===== src/design/tpd_pkg.sv =====
// Shared types and constants of the two-priority task dispatcher.
package tpd_pkg;

	localparam int CMD_W    = 2;
	localparam int CLASS_W  = 2;
	localparam int TASK_W   = 8;
	localparam int WORKER_W = 4;
	localparam int STATUS_W = 2;

	typedef enum logic [CMD_W-1:0] {
		CMD_ADD_TASK = 2'd0,
		CMD_AVAIL    = 2'd1,
		CMD_REGISTER = 2'd2
	} cmd_code_t;

	typedef enum logic [STATUS_W-1:0] {
		ST_STARTED = 2'd0,
		ST_QUEUED  = 2'd1,
		ST_PARKED  = 2'd2,
		ST_DROPPED = 2'd3
	} status_t;

	typedef enum logic [2:0] {
		ACT_NONE,
		ACT_POP_IDLE,
		ACT_POP_HIGH,
		ACT_POP_LOW,
		ACT_PUSH_IDLE,
		ACT_PUSH_HIGH,
		ACT_PUSH_LOW
	} act_t;

	typedef enum logic [1:0] {
		S_IDLE,
		S_EXEC,
		S_READ,
		S_RESP
	} state_t;

	// controller -> datapath
	typedef struct packed {
		logic    load;
		logic    exec;
		act_t    act;
		status_t status;
		logic    capture;
	} ctrl_cmd_t;

	// datapath -> controller
	typedef struct packed {
		logic [CMD_W-1:0] cmd;
		logic             low;
		logic             cls_ok;
		logic             worker_ok;
		logic             idle_empty;
		logic             idle_full;
		logic             high_empty;
		logic             high_full;
		logic             low_empty;
		logic             low_full;
	} dp_stat_t;

endpackage


===== src/design/tpd_queue.sv =====
// Bank of per-class circular FIFOs sharing one memory, with registered read data.
module tpd_queue #(
	parameter int NUM_CLASSES = 4,
	parameter int QUEUE_DEPTH = 16,
	parameter int DW          = 8,
	parameter int CLS_W       = 2
) (
	input  logic             clk,
	input  logic             arst_n,
	input  logic [CLS_W-1:0] cls,
	input  logic             push,
	input  logic             pop,
	input  logic [DW-1:0]    wdata,
	output logic [DW-1:0]    rdata,
	output logic             empty,
	output logic             full
);
	localparam int PW   = $clog2(QUEUE_DEPTH);
	localparam int CNTW = $clog2(QUEUE_DEPTH + 1);
	localparam int ENT  = NUM_CLASSES * QUEUE_DEPTH;
	localparam int AW   = (ENT > 1) ? $clog2(ENT) : 1;

	logic [PW-1:0]   head_q  [NUM_CLASSES];
	logic [PW-1:0]   tail_q  [NUM_CLASSES];
	logic [CNTW-1:0] count_q [NUM_CLASSES];
	logic [DW-1:0]   mem     [ENT];
	logic [DW-1:0]   rdata_q;
	logic [AW-1:0]   waddr;
	logic [AW-1:0]   raddr;
	logic [PW-1:0]   head_nxt;
	logic [PW-1:0]   tail_nxt;

	assign empty = (count_q[cls] == '0);
	assign full  = (count_q[cls] == CNTW'(QUEUE_DEPTH));

	assign waddr = AW'(cls) * AW'(QUEUE_DEPTH) + AW'(tail_q[cls]);
	assign raddr = AW'(cls) * AW'(QUEUE_DEPTH) + AW'(head_q[cls]);

	// pointers wrap at the depth, which need not be a power of two
	assign head_nxt = (head_q[cls] == PW'(QUEUE_DEPTH - 1)) ? '0 : head_q[cls] + 1'b1;
	assign tail_nxt = (tail_q[cls] == PW'(QUEUE_DEPTH - 1)) ? '0 : tail_q[cls] + 1'b1;

	always_ff @(posedge clk or negedge arst_n) begin
		if (!arst_n) begin
			for (int i = 0; i < NUM_CLASSES; i++) begin
				head_q[i]  <= '0;
				tail_q[i]  <= '0;
				count_q[i] <= '0;
			end
		end else if (push) begin
			tail_q[cls]  <= tail_nxt;
			count_q[cls] <= count_q[cls] + 1'b1;
		end else if (pop) begin
			head_q[cls]  <= head_nxt;
			count_q[cls] <= count_q[cls] - 1'b1;
		end
	end

	always_ff @(posedge clk) begin
		if (push) begin
			mem[waddr] <= wdata;
		end
		if (pop) begin
			rdata_q <= mem[raddr];
		end
	end

	assign rdata = rdata_q;

`ifndef SYNTH
	a_no_push_full: assert property (@(posedge clk) disable iff (!arst_n)
		push |-> !full) else $error("push into full queue");
	a_no_pop_empty: assert property (@(posedge clk) disable iff (!arst_n)
		pop |-> !empty) else $error("pop from empty queue");
	a_one_op: assert property (@(posedge clk) disable iff (!arst_n)
		!(push && pop)) else $error("push and pop in the same cycle");
`endif
endmodule


===== src/design/tpd_datapath.sv =====
// Datapath: request registers, the three queue banks and the result registers.
module tpd_datapath #(
	parameter int NUM_CLASSES  = 4,
	parameter int QUEUE_DEPTH  = 16,
	parameter int NUM_WORKERS  = 16,
	parameter int TASK_ID_BITS = 8
) (
	input  logic                clk,
	input  logic                arst_n,
	input  tpd_pkg::ctrl_cmd_t  ctl,
	output tpd_pkg::dp_stat_t   stat,
	input  logic [tpd_pkg::CMD_W-1:0]    command,
	input  logic [tpd_pkg::CLASS_W-1:0]  class_id,
	input  logic [tpd_pkg::TASK_W-1:0]   task_id,
	input  logic                         low_prio,
	input  logic [tpd_pkg::WORKER_W-1:0] worker_id,
	output logic [tpd_pkg::STATUS_W-1:0] status,
	output logic [tpd_pkg::WORKER_W-1:0] started_worker,
	output logic [tpd_pkg::TASK_W-1:0]   started_task,
	output logic [tpd_pkg::CLASS_W-1:0]  result_class
);
	import tpd_pkg::*;

	localparam int TW    = (TASK_ID_BITS < TASK_W) ? TASK_ID_BITS : TASK_W;
	localparam int CLS_W = (NUM_CLASSES > 1) ? $clog2(NUM_CLASSES) : 1;

	logic [CMD_W-1:0]    cmd_q;
	logic [CLASS_W-1:0]  class_q;
	logic [TW-1:0]       task_q;
	logic                low_q;
	logic [WORKER_W-1:0] worker_q;
	logic                cls_ok_q;
	logic                worker_ok_q;
	act_t                act_q;

	logic [STATUS_W-1:0] res_status_q;
	logic [WORKER_W-1:0] res_worker_q;
	logic [TW-1:0]       res_task_q;

	logic [CLS_W-1:0]    cls;
	logic [WORKER_W-1:0] idle_rd;
	logic [TW-1:0]       high_rd;
	logic [TW-1:0]       low_rd;
	logic                idle_empty, idle_full;
	logic                high_empty, high_full;
	logic                low_empty, low_full;

	assign cls = CLS_W'(class_q);

	always_ff @(posedge clk) begin
		if (ctl.load) begin
			cmd_q       <= command;
			class_q     <= class_id;
			task_q      <= task_id[TW-1:0];
			low_q       <= low_prio;
			worker_q    <= worker_id;
			cls_ok_q    <= (int'(class_id) < NUM_CLASSES);
			worker_ok_q <= (int'(worker_id) < NUM_WORKERS);
		end
		if (ctl.exec) begin
			act_q        <= ctl.act;
			res_status_q <= ctl.status;
			res_worker_q <= '0;
			res_task_q   <= '0;
		end
		if (ctl.capture) begin
			case (act_q)
				ACT_POP_IDLE: begin
					res_worker_q <= idle_rd;
					res_task_q   <= task_q;
				end
				ACT_POP_HIGH: begin
					res_worker_q <= worker_q;
					res_task_q   <= high_rd;
				end
				ACT_POP_LOW: begin
					res_worker_q <= worker_q;
					res_task_q   <= low_rd;
				end
				default: begin
					res_worker_q <= '0;
					res_task_q   <= '0;
				end
			endcase
		end
	end

	tpd_queue #(
		.NUM_CLASSES(NUM_CLASSES), .QUEUE_DEPTH(QUEUE_DEPTH), .DW(WORKER_W), .CLS_W(CLS_W)
	) u_idle (
		.clk   (clk),
		.arst_n(arst_n),
		.cls   (cls),
		.push  (ctl.exec && ctl.act == ACT_PUSH_IDLE),
		.pop   (ctl.exec && ctl.act == ACT_POP_IDLE),
		.wdata (worker_q),
		.rdata (idle_rd),
		.empty (idle_empty),
		.full  (idle_full)
	);

	tpd_queue #(
		.NUM_CLASSES(NUM_CLASSES), .QUEUE_DEPTH(QUEUE_DEPTH), .DW(TW), .CLS_W(CLS_W)
	) u_high (
		.clk   (clk),
		.arst_n(arst_n),
		.cls   (cls),
		.push  (ctl.exec && ctl.act == ACT_PUSH_HIGH),
		.pop   (ctl.exec && ctl.act == ACT_POP_HIGH),
		.wdata (task_q),
		.rdata (high_rd),
		.empty (high_empty),
		.full  (high_full)
	);

	tpd_queue #(
		.NUM_CLASSES(NUM_CLASSES), .QUEUE_DEPTH(QUEUE_DEPTH), .DW(TW), .CLS_W(CLS_W)
	) u_low (
		.clk   (clk),
		.arst_n(arst_n),
		.cls   (cls),
		.push  (ctl.exec && ctl.act == ACT_PUSH_LOW),
		.pop   (ctl.exec && ctl.act == ACT_POP_LOW),
		.wdata (task_q),
		.rdata (low_rd),
		.empty (low_empty),
		.full  (low_full)
	);

	always_comb begin
		stat.cmd        = cmd_q;
		stat.low        = low_q;
		stat.cls_ok     = cls_ok_q;
		stat.worker_ok  = worker_ok_q;
		stat.idle_empty = idle_empty;
		stat.idle_full  = idle_full;
		stat.high_empty = high_empty;
		stat.high_full  = high_full;
		stat.low_empty  = low_empty;
		stat.low_full   = low_full;
	end

	assign status         = res_status_q;
	assign started_worker = res_worker_q;
	assign started_task   = TASK_W'(res_task_q);
	assign result_class   = class_q;
endmodule


===== src/design/tpd_ctrl.sv =====
// Controller: request sequencing and the dispatch decision for each command.
module tpd_ctrl (
	input  logic               clk,
	input  logic               arst_n,
	input  logic               cmd_valid,
	output logic               cmd_stall,
	output logic               res_valid,
	input  logic               res_stall,
	input  tpd_pkg::dp_stat_t  stat,
	output tpd_pkg::ctrl_cmd_t ctl
);
	import tpd_pkg::*;

	state_t  state_q;
	state_t  state_nxt;
	act_t    act;
	status_t st;

	// dispatch decision, from the flags of the addressed class
	always_comb begin
		act = ACT_NONE;
		st  = ST_DROPPED;
		if (stat.cls_ok) begin
			case (cmd_code_t'(stat.cmd))
				CMD_ADD_TASK: begin
					if (!stat.idle_empty) begin
						act = ACT_POP_IDLE;
						st  = ST_STARTED;
					end else if (stat.low) begin
						if (!stat.low_full) begin
							act = ACT_PUSH_LOW;
							st  = ST_QUEUED;
						end
					end else if (!stat.high_full) begin
						act = ACT_PUSH_HIGH;
						st  = ST_QUEUED;
					end
				end
				CMD_AVAIL: begin
					if (stat.worker_ok) begin
						if (!stat.high_empty) begin
							act = ACT_POP_HIGH;
							st  = ST_STARTED;
						end else if (!stat.low_empty) begin
							act = ACT_POP_LOW;
							st  = ST_STARTED;
						end else if (!stat.idle_full) begin
							act = ACT_PUSH_IDLE;
							st  = ST_PARKED;
						end
					end
				end
				CMD_REGISTER: begin
					if (stat.worker_ok && !stat.idle_full) begin
						act = ACT_PUSH_IDLE;
						st  = ST_PARKED;
					end
				end
				default: begin
					act = ACT_NONE;
					st  = ST_DROPPED;
				end
			endcase
		end
	end

	always_ff @(posedge clk or negedge arst_n) begin
		if (!arst_n) begin
			state_q <= S_IDLE;
		end else begin
			state_q <= state_nxt;
		end
	end

	always_comb begin
		state_nxt   = state_q;
		ctl.load    = 1'b0;
		ctl.exec    = 1'b0;
		ctl.act     = act;
		ctl.status  = st;
		ctl.capture = 1'b0;
		cmd_stall   = 1'b1;
		res_valid   = 1'b0;
		case (state_q)
			S_IDLE: begin
				cmd_stall = 1'b0;
				if (cmd_valid) begin
					ctl.load  = 1'b1;
					state_nxt = S_EXEC;
				end
			end
			S_EXEC: begin
				ctl.exec = 1'b1;
				// pops go through S_READ to wait for the registered read data
				if (act inside {ACT_POP_IDLE, ACT_POP_HIGH, ACT_POP_LOW}) begin
					state_nxt = S_READ;
				end else begin
					state_nxt = S_RESP;
				end
			end
			S_READ: begin
				ctl.capture = 1'b1;
				state_nxt   = S_RESP;
			end
			S_RESP: begin
				res_valid = 1'b1;
				if (!res_stall) begin
					state_nxt = S_IDLE;
				end
			end
			default: begin
				state_nxt = S_IDLE;
			end
		endcase
	end

`ifndef SYNTH
	a_pop_reads: assert property (@(posedge clk) disable iff (!arst_n)
		(state_q == S_EXEC && (act == ACT_POP_IDLE || act == ACT_POP_HIGH ||
		act == ACT_POP_LOW)) |=> state_q == S_READ)
		else $error("pop did not wait for read data");
	a_push_resp: assert property (@(posedge clk) disable iff (!arst_n)
		(state_q == S_EXEC && !(act == ACT_POP_IDLE || act == ACT_POP_HIGH ||
		act == ACT_POP_LOW)) |=> state_q == S_RESP)
		else $error("non-pop command did not go to response");
	a_read_resp: assert property (@(posedge clk) disable iff (!arst_n)
		state_q == S_READ |=> state_q == S_RESP)
		else $error("read cycle not followed by response");
`endif
endmodule


===== src/design/two_priority_task_dispatcher.sv =====
// Top level of the two-priority task dispatcher.
// Usage:
//   Command channel (cmd_valid/cmd_stall) carries one request: add a task,
//   announce an available worker, or register a worker, for one class.
//   Result channel (res_valid/res_stall) returns exactly one status per
//   request, with the started worker and task when a task starts.
//   Each class has an idle-worker FIFO and high/low task FIFOs, all
//   QUEUE_DEPTH deep, kept in one shared memory per FIFO kind.
// Timing:
//   One request is handled at a time. After acceptance the sequencer runs
//   S_EXEC, then S_READ when a FIFO is popped (the memory read is
//   registered), then S_RESP, where the result is valid. A new request is
//   taken the cycle after its result is taken, never while one is in flight.
// Reset:
//   arst_n clears all FIFO pointers and counts (every FIFO empty) and the
//   sequencer; FIFO contents are not cleared and no sweep is needed.
// Stall:
//   While res_stall is high the result holds and cmd_stall stays high.
module two_priority_task_dispatcher #(
	parameter int NUM_CLASSES  = 4,
	parameter int QUEUE_DEPTH  = 16,
	parameter int NUM_WORKERS  = 16,
	parameter int TASK_ID_BITS = 8
) (
	input  logic                         clk,
	input  logic                         arst_n,
	input  logic                         cmd_valid,
	output logic                         cmd_stall,
	input  logic [tpd_pkg::CMD_W-1:0]    command,
	input  logic [tpd_pkg::CLASS_W-1:0]  class_id,
	input  logic [tpd_pkg::TASK_W-1:0]   task_id,
	input  logic                         low_prio,
	input  logic [tpd_pkg::WORKER_W-1:0] worker_id,
	output logic                         res_valid,
	input  logic                         res_stall,
	output logic [tpd_pkg::STATUS_W-1:0] status,
	output logic [tpd_pkg::WORKER_W-1:0] started_worker,
	output logic [tpd_pkg::TASK_W-1:0]   started_task,
	output logic [tpd_pkg::CLASS_W-1:0]  result_class
);
	import tpd_pkg::*;

	ctrl_cmd_t ctl;
	dp_stat_t  stat;

	tpd_ctrl u_ctrl (
		.clk      (clk),
		.arst_n   (arst_n),
		.cmd_valid(cmd_valid),
		.cmd_stall(cmd_stall),
		.res_valid(res_valid),
		.res_stall(res_stall),
		.stat     (stat),
		.ctl      (ctl)
	);

	tpd_datapath #(
		.NUM_CLASSES (NUM_CLASSES),
		.QUEUE_DEPTH (QUEUE_DEPTH),
		.NUM_WORKERS (NUM_WORKERS),
		.TASK_ID_BITS(TASK_ID_BITS)
	) u_dp (
		.clk           (clk),
		.arst_n        (arst_n),
		.ctl           (ctl),
		.stat          (stat),
		.command       (command),
		.class_id      (class_id),
		.task_id       (task_id),
		.low_prio      (low_prio),
		.worker_id     (worker_id),
		.status        (status),
		.started_worker(started_worker),
		.started_task  (started_task),
		.result_class  (result_class)
	);
endmodule

===== config.mk =====
export PLATFORM = sky130hd
export DESIGN_NAME = two_priority_task_dispatcher
export DESIGN_NICKNAME = d
export VERILOG_FILES = /design/src/design/tpd_pkg.sv /design/src/design/tpd_queue.sv /design/src/design/tpd_datapath.sv /design/src/design/tpd_ctrl.sv /design/src/design/two_priority_task_dispatcher.sv
export SDC_FILE = /design/constraint.sdc
export NUM_CORES = 2
export LEC_CHECK = 0
export ABC_CLOCK_PERIOD_IN_PS = 5100
export CAP_MARGIN = 40
export CORE_MARGIN = 1.5
export CORE_UTILIZATION = 40
export DETAILED_ROUTE_END_ITERATION = 8
export DONT_BUFFER_PORTS = 1
export PLACE_DENSITY = 0.51
export SLEW_MARGIN = 20
export SYNTH_ARGS = -nofsm -noshare
export SYNTH_HDL_FRONTEND = slang
export SYNTH_HIERARCHICAL = 1
export SYNTH_SLANG_ARGS = --single-unit
export TNS_END_PERCENT = 20

===== constraint.sdc =====
create_clock -name clk -period 5.1 [get_ports clk]
set_input_delay 0.765 -clock clk [delete_from_list [all_inputs] [get_ports clk]]
set_output_delay 0.765 -clock clk [all_outputs]
set_load 0.005 [all_outputs]

# Word level (Yosys, flattened, before mapping)
# Memory sizes are Yosys's and may differ from the RTL's. A register that Yosys moved wholly into a read port is not among the register bits.
# Index checks and enable logic that the tools add are counted.
# word_totals
mem_bits_rw	1280
word_cells	213
mem_count	3
ff_bits	192
out_inout_bits	18
inputBits	21
# mem_list
name	words	word_bits	read_ports	rd_clocked_by_memory_dff	write_ports	line_no	source
u_dp.u_high.mem	64	8	1	1	1	tpd_queue.sv:26	logic [DW-1:0] mem [ENT];
u_dp.u_low.mem	64	8	1	1	1	tpd_queue.sv:26	
u_dp.u_idle.mem	64	4	1	1	1	tpd_queue.sv:26	
# op_classes
bitwise	4
muxes	93
n_reduce_logical	22
eq_ne	25
magnitude_cmp	2
add_sub_neg	18
# ops
op	n
$bwmux 20	6
$mux 20	6
$bwmux 16	6
$mux 4	21
$bmux 4 s2	6
$add 6x4->6	6
$mux 5	7
$bmux 5 s2	3
$add 4x1->4 const B	6
$eq 4x4->1 const B	6
$pmux 8 s3	1
$mux 3	7
$mux 2	8
$mux 8	2
$add 5x1->5 const B	3
$eq 5x5->1 const B	3
$logic_not 5->1	3
$sub 5x1->5 const B	3
$mux 1	14
$eq 3x2->1 const B	4
$demux 5 s2	1
$eq 3x3->1 const B	3
$pmux 3 s3	1
$demux 4 s2	1
17 further kinds	37

# Logic depth before layout (Yosys ltp)
# logic_depth
ltp_word	13
ltp_mapped	19
ltp_nobuf	14

# By module
# Netlist, hierarchy kept.
# by_module_without_submodules
module	seq_area_each_um2	instances	area_each_um2	cells_per_inst
tpd_queue at u_dp.u_low	16916.2	1	23595.1	1446
tpd_queue at u_dp.u_high	16916.2	1	23311.1	1407
tpd_queue at u_dp.u_idle	9108.7	1	13163.9	868
tpd_datapath	1021.0	1	1431.4	98
tpd_ctrl	50.0	1	385.4	47

# Worst setup path after synthesis
# No wires, ideal clock.
# synth_path
kind	register to register
startpoint	register u_dp.class_q[0], in the netlist u_dp/result_class[0]
endpoint	memory u_dp.u_low.mem[23][0] (enable)
path_stages_with_launch	18
arrival_time_ns	4.145
setup_slack_ns	0.584
path_buffers	4
required_time_ns	4.730
cell_sequence	edfxtp_1 buf_6 mux4_2 inv_1 ha_1 nand2_1 nor2_1 buf_4 or3b_4 or3b_1 a21boi_2 nand2_1 nor2_1 clkbuf_1 nand2_1 or2_2 clkbuf_1 nor2_1
# synth_rtl
item	line_no	source
start, declared	tpd_datapath.sv:28	logic [CLASS_W-1:0] class_q;
start signal, assigned	tpd_datapath.sv:53	class_q <= class_id;
end, declared	tpd_queue.sv:26	

==> flow_summary.json <==
{
  "critPathArrivalTime_ns": 5.07,
  "hpwl_after_detailed_placement_um": 95900,
  "timing.slew.headroom": 0.317,
  "post_synth_main_area_contributors": "sky130_fd_sc_hd__edfxtp_1, sky130_fd_sc_hd__mux2i_1, sky130_fd_sc_hd__dfrtp_1",
  "synth-seq-area-share": 0.711,
  "synth-compound-area-share": 0.0505,
  "final_max_slew_viol_count": 0,
  "fillers": 13400,
  "reg2reg_from": "u_dp/result_class[0]",
  "setup.worst_path.start_class": "flop",
  "insertion_delay_of_the_later_clocked_pin_in_the_worst_skew_pair_ns": 0.79,
  "grt_antenna_before_repair": 9,
  "hold_violations": 3,
  "worst_stage_delay_on_the_critical_path_ns": 0.59,
  "numPlacedInstances": 5928,
  "synth_edf_count": 1334,
  "ctsRootBufferMaster": "sky130_fd_sc_hd__clkbuf_16",
  "synthDominantCellAreaShare": 0.647,
  "design.die.area_mm2": 0.157,
  "rsz0062_at_grt": "false",
  "max-clock-path-buffers": 3,
  "cp_slowest_cell": "sky130_fd_sc_hd__mux4_2",
  "r2r_end": "u_dp/u_high/mem[36][0]",
  "synth_top_flop_cell": "sky130_fd_sc_hd__edfxtp_1",
  "viasPerCell": 5.39,
  "layout-area-overhead-vs-synth_pct": 14.3,
  "routed_wire_length_per_instance_um": 24.8,
  "synth_xor_xnor_area_share": 0.00451,
  "drt_first_pass_iters": 7,
  "cp_max_fanout": 52,
  "clock.fmax_ghz": 0.214,
  "drive_gt1_frac": 0.184,
  "post_synth_most_frequent_cells": "sky130_fd_sc_hd__edfxtp_1, sky130_fd_sc_hd__mux2i_1, sky130_fd_sc_hd__nand2_1",
  "hold_ws_ns": -0.0180,
  "reg2reg_setup_slack_ns": 0.43,
  "synth_simple_gate_area_share": 0.0590,
  "route.antenna.remaining_nets": 0,
  "layout_worst_path_cycle_share": 0.915,
  "die_ht_um": 396,
  "gr-total-overflow": 0,
  "clock_skew_ns": 0.0275,
  "clkSlewWorstSetupHoldPaths_ns": 0.06,
  "nNetsFinal": 4091,
  "ir_drop_mv": 0.330,
  "setup.worst_path.class": "reg -> reg",
  "grt.total_usage": 0.196,
  "synth-adder-area-share": 0.00404,
  "critical_path_data_required_time_ns": 5.50,
  "num_vias": 33500,
  "power.leakage_nw": 22.6,
  "reg2regPathDepth": 15,
  "cts_inserted_buffers": 163,
  "row_count": 144,
  "finalNonFillerCells": 6224,
  "yosys_warnings": 6,
  "clock_tree_from_tritoncts": "done",
  "cts_max_level": 4,
  "die_x_um": 396,
  "critPathCaptureType": "flop",
  "synth_area_leader_cell": "sky130_fd_sc_hd__edfxtp_1",
  "grt_first_pass_wirelength_um": 228000,
  "initial_utilization": 0.402,
  "mean_instance_size_in_the_synthesized_netlist_um2": 16.0,
  "core_area_mm2": 0.154,
  "yosys_reg_bits": 1492,
  "period_minus_slack_ns": 4.67,
  "first_global_vias": 33400,
  "post_synth_instance_area_mm2": 0.0619,
  "synth_cells": 3866,
  "io_pins": 39,
  "detailedRoute.firstIterationViolations": 2631,
  "critPathCapture": "u_dp/u_high/mem[36][0]",
  "sequence_of_cells_on_the_critical_path": "buf_12 > mux4_2 > inv_1 > ha_1 > nand2_1 > nor2_1 > nand4b_1 > a211oi_1 > o21a_1 > nand2b_1 > nor2_2 > buf_4 > nand2_1 > or2_2 > nor2_1",
  "critPathLaunch": "u_dp/result_class[0]",
  "violations": "negative hold slack",
  "cts_sinks": 1492,
  "synth.area.mux_share": 0.148,
  "yosys.cell_count.top_type": "sky130_fd_sc_hd__edfxtp_1",
  "setup_violations": 0,
  "powerDensity_mw_per_mm2": 456,
  "gp_congestion": 0.822,
  "finalSetupTns_ns": 0,
  "combinational_family_with_the_most_area_after_synthesis": "multiplexers",
  "drcViolationCount": 0,
  "yosysUniqueCellTypes": 67,
  "final_util": 0.460,
  "route.final.wire_length_um": 155000,
  "run_status": "finished, violations left",
  "hold_class": "in -> async",
  "max_cap_violations": 0,
  "tightest_slew_ns": 1.02,
  "synthArstFlopShare": 0.106,
  "port-buffer-count": 0,
  "grt_start_max_net_pins": 159
}
==> metrics by stage <==
| stage | area (um2) | setup slack [ns] | total power, W |
|---|---|---|---|
| after floorplan | 61900 | 0.584 | 0.0188 |
| after global placement | 65200 | -0.0312 | 0.0209 |
| after detailed placement | 65400 | 0.250 | 0.0210 |
| after CTS | 70700 | 0.238 | 0.0326 |
| after global routing | 70700 | 0.00306 | 0.0335 |
| final | 70700 | 0.432 | 0.0323 |
==> cells in the final DEF (no fill, tap or decap), types with 62 or more instances in the layout <==
cell type,Yosys,final
sky130_fd_sc_hd__dfrtp_1,158,158
sky130_fd_sc_hd__nor2_1,272,267
sky130_fd_sc_hd__o211ai_1,148,148
sky130_fd_sc_hd__edfxtp_1,1334,1334
sky130_fd_sc_hd__buf_4,36,225
sky130_fd_sc_hd__a21oi_1,100,100
sky130_fd_sc_hd__mux2_2,184,184
sky130_fd_sc_hd__nand4_1,62,62
sky130_fd_sc_hd__mux2i_1,559,558
sky130_fd_sc_hd__clkbuf_16,0,166
sky130_fd_sc_hd__nand2_1,284,284
==> cell type report <==
cell class,count,area [um2],area share
Sequential cell,1492,44000,0.622
Multi-Input combinational cell,2123,16500,0.233
Clock inverter,85,888,0.0126
Tap cell,2044,2560,0.0362
Inverter,11,48.8,0.000690
Clock buffer,209,4390,0.0620
Antenna cell,1,2.50,0.0000354
Timing Repair Buffer,259,2330,0.0329
==> metal layers <==
layer | vias up | track usage | wire (um)
li1 | 15400 | - | -
met3 | 222 | 0.0316 | 8290
met5 | - | 0 | 0
met2 | 875 | 0.308 | 72000
met4 | 0 | 0.0541 | 3740
met1 | 17100 | 0.283 | 70500
==> how the worst min path moves through the flow <==
stage / start / slack (ns) / depth (start not counted) / end
2_1_floorplan: u_dp/u_high/count_q[5] / 0.44 / 1 / u_dp/u_high/count_q[5]
3_3_place_gp: u_dp/u_low/count_q[5] / 0.46 / 1 / u_dp/u_low/count_q[5]
3_5_place_dp: u_dp/u_high/count_q[10] / 0.45 / 1 / u_dp/u_high/count_q[10]
4_1_cts: arst_n / 0.003 / 1 / u_ctrl/state_q[0]
5_1_grt: arst_n / 0.0009 / 1 / u_ctrl/state_q[0]
6_report: arst_n / -0.02 / 1 / u_ctrl/state_q[0]
==> critical path, delay by kind of cell, from the launching register on <==
kind                       cells  cell delay, ns
muxes                          1            0.59
AOI/OAI and AO/OA              2            0.50
adders and majority gates      1            0.18
buffers and inverters          3            0.66
and+or+nand+nor                8            1.90
DFF                            1            0.39
==> flip-flops by register name, indices dropped and copies added, names as in the netlist, 3 cells and up <==
register,cells
u_dp/act_q,3
u_dp/started_task,8
u_dp/started_worker,4
u_dp/task_q,8
u_dp/u_high/count_q,20
u_dp/u_high/head_q,16
u_dp/u_high/mem,512
u_dp/u_high/rdata,8
u_dp/u_high/tail_q,16
u_dp/u_idle/count_q,20
u_dp/u_idle/head_q,16
u_dp/u_idle/mem,256
u_dp/u_idle/rdata,4
u_dp/u_idle/tail_q,16
u_dp/u_low/count_q,20
u_dp/u_low/head_q,16
u_dp/u_low/mem,512
u_dp/u_low/rdata,8
u_dp/u_low/tail_q,16
u_dp/worker_q,4
==> cells by family after synthesis <==
| family | count (synthesis) |
|---|---|
| AO/OA/AOI/OAI | 455 |
| XOR/XNOR | 31 |
| adder cells (fa/ha/maj) | 20 |
| buffers and inverters | 252 |
| flip-flops | 1492 |
| multiplexers | 808 |
| other | 1 |
| AND/OR/NAND/NOR | 807 |
==> report_power, final <==
group	total, W	leakage, nW	switching (W)	internal, W
combinational	0.00640	5.90	0.00408	0.00231
clock	0.0116	2.57	0.00480	0.00676
sequential	0.0143	14.1	0.000274	0.0141
total	0.0323	22.6	0.00916	0.0231
==> timing repair <==
item | in CTS | in global routing
hold buffers | 1 | 0
gates resized for setup | 0 | 2
setup buffers | 0 | 0
hold endpoints to repair | 158 | 0
setup endpoints to repair | 0 | 96
(Power assumes the default switching activity.)
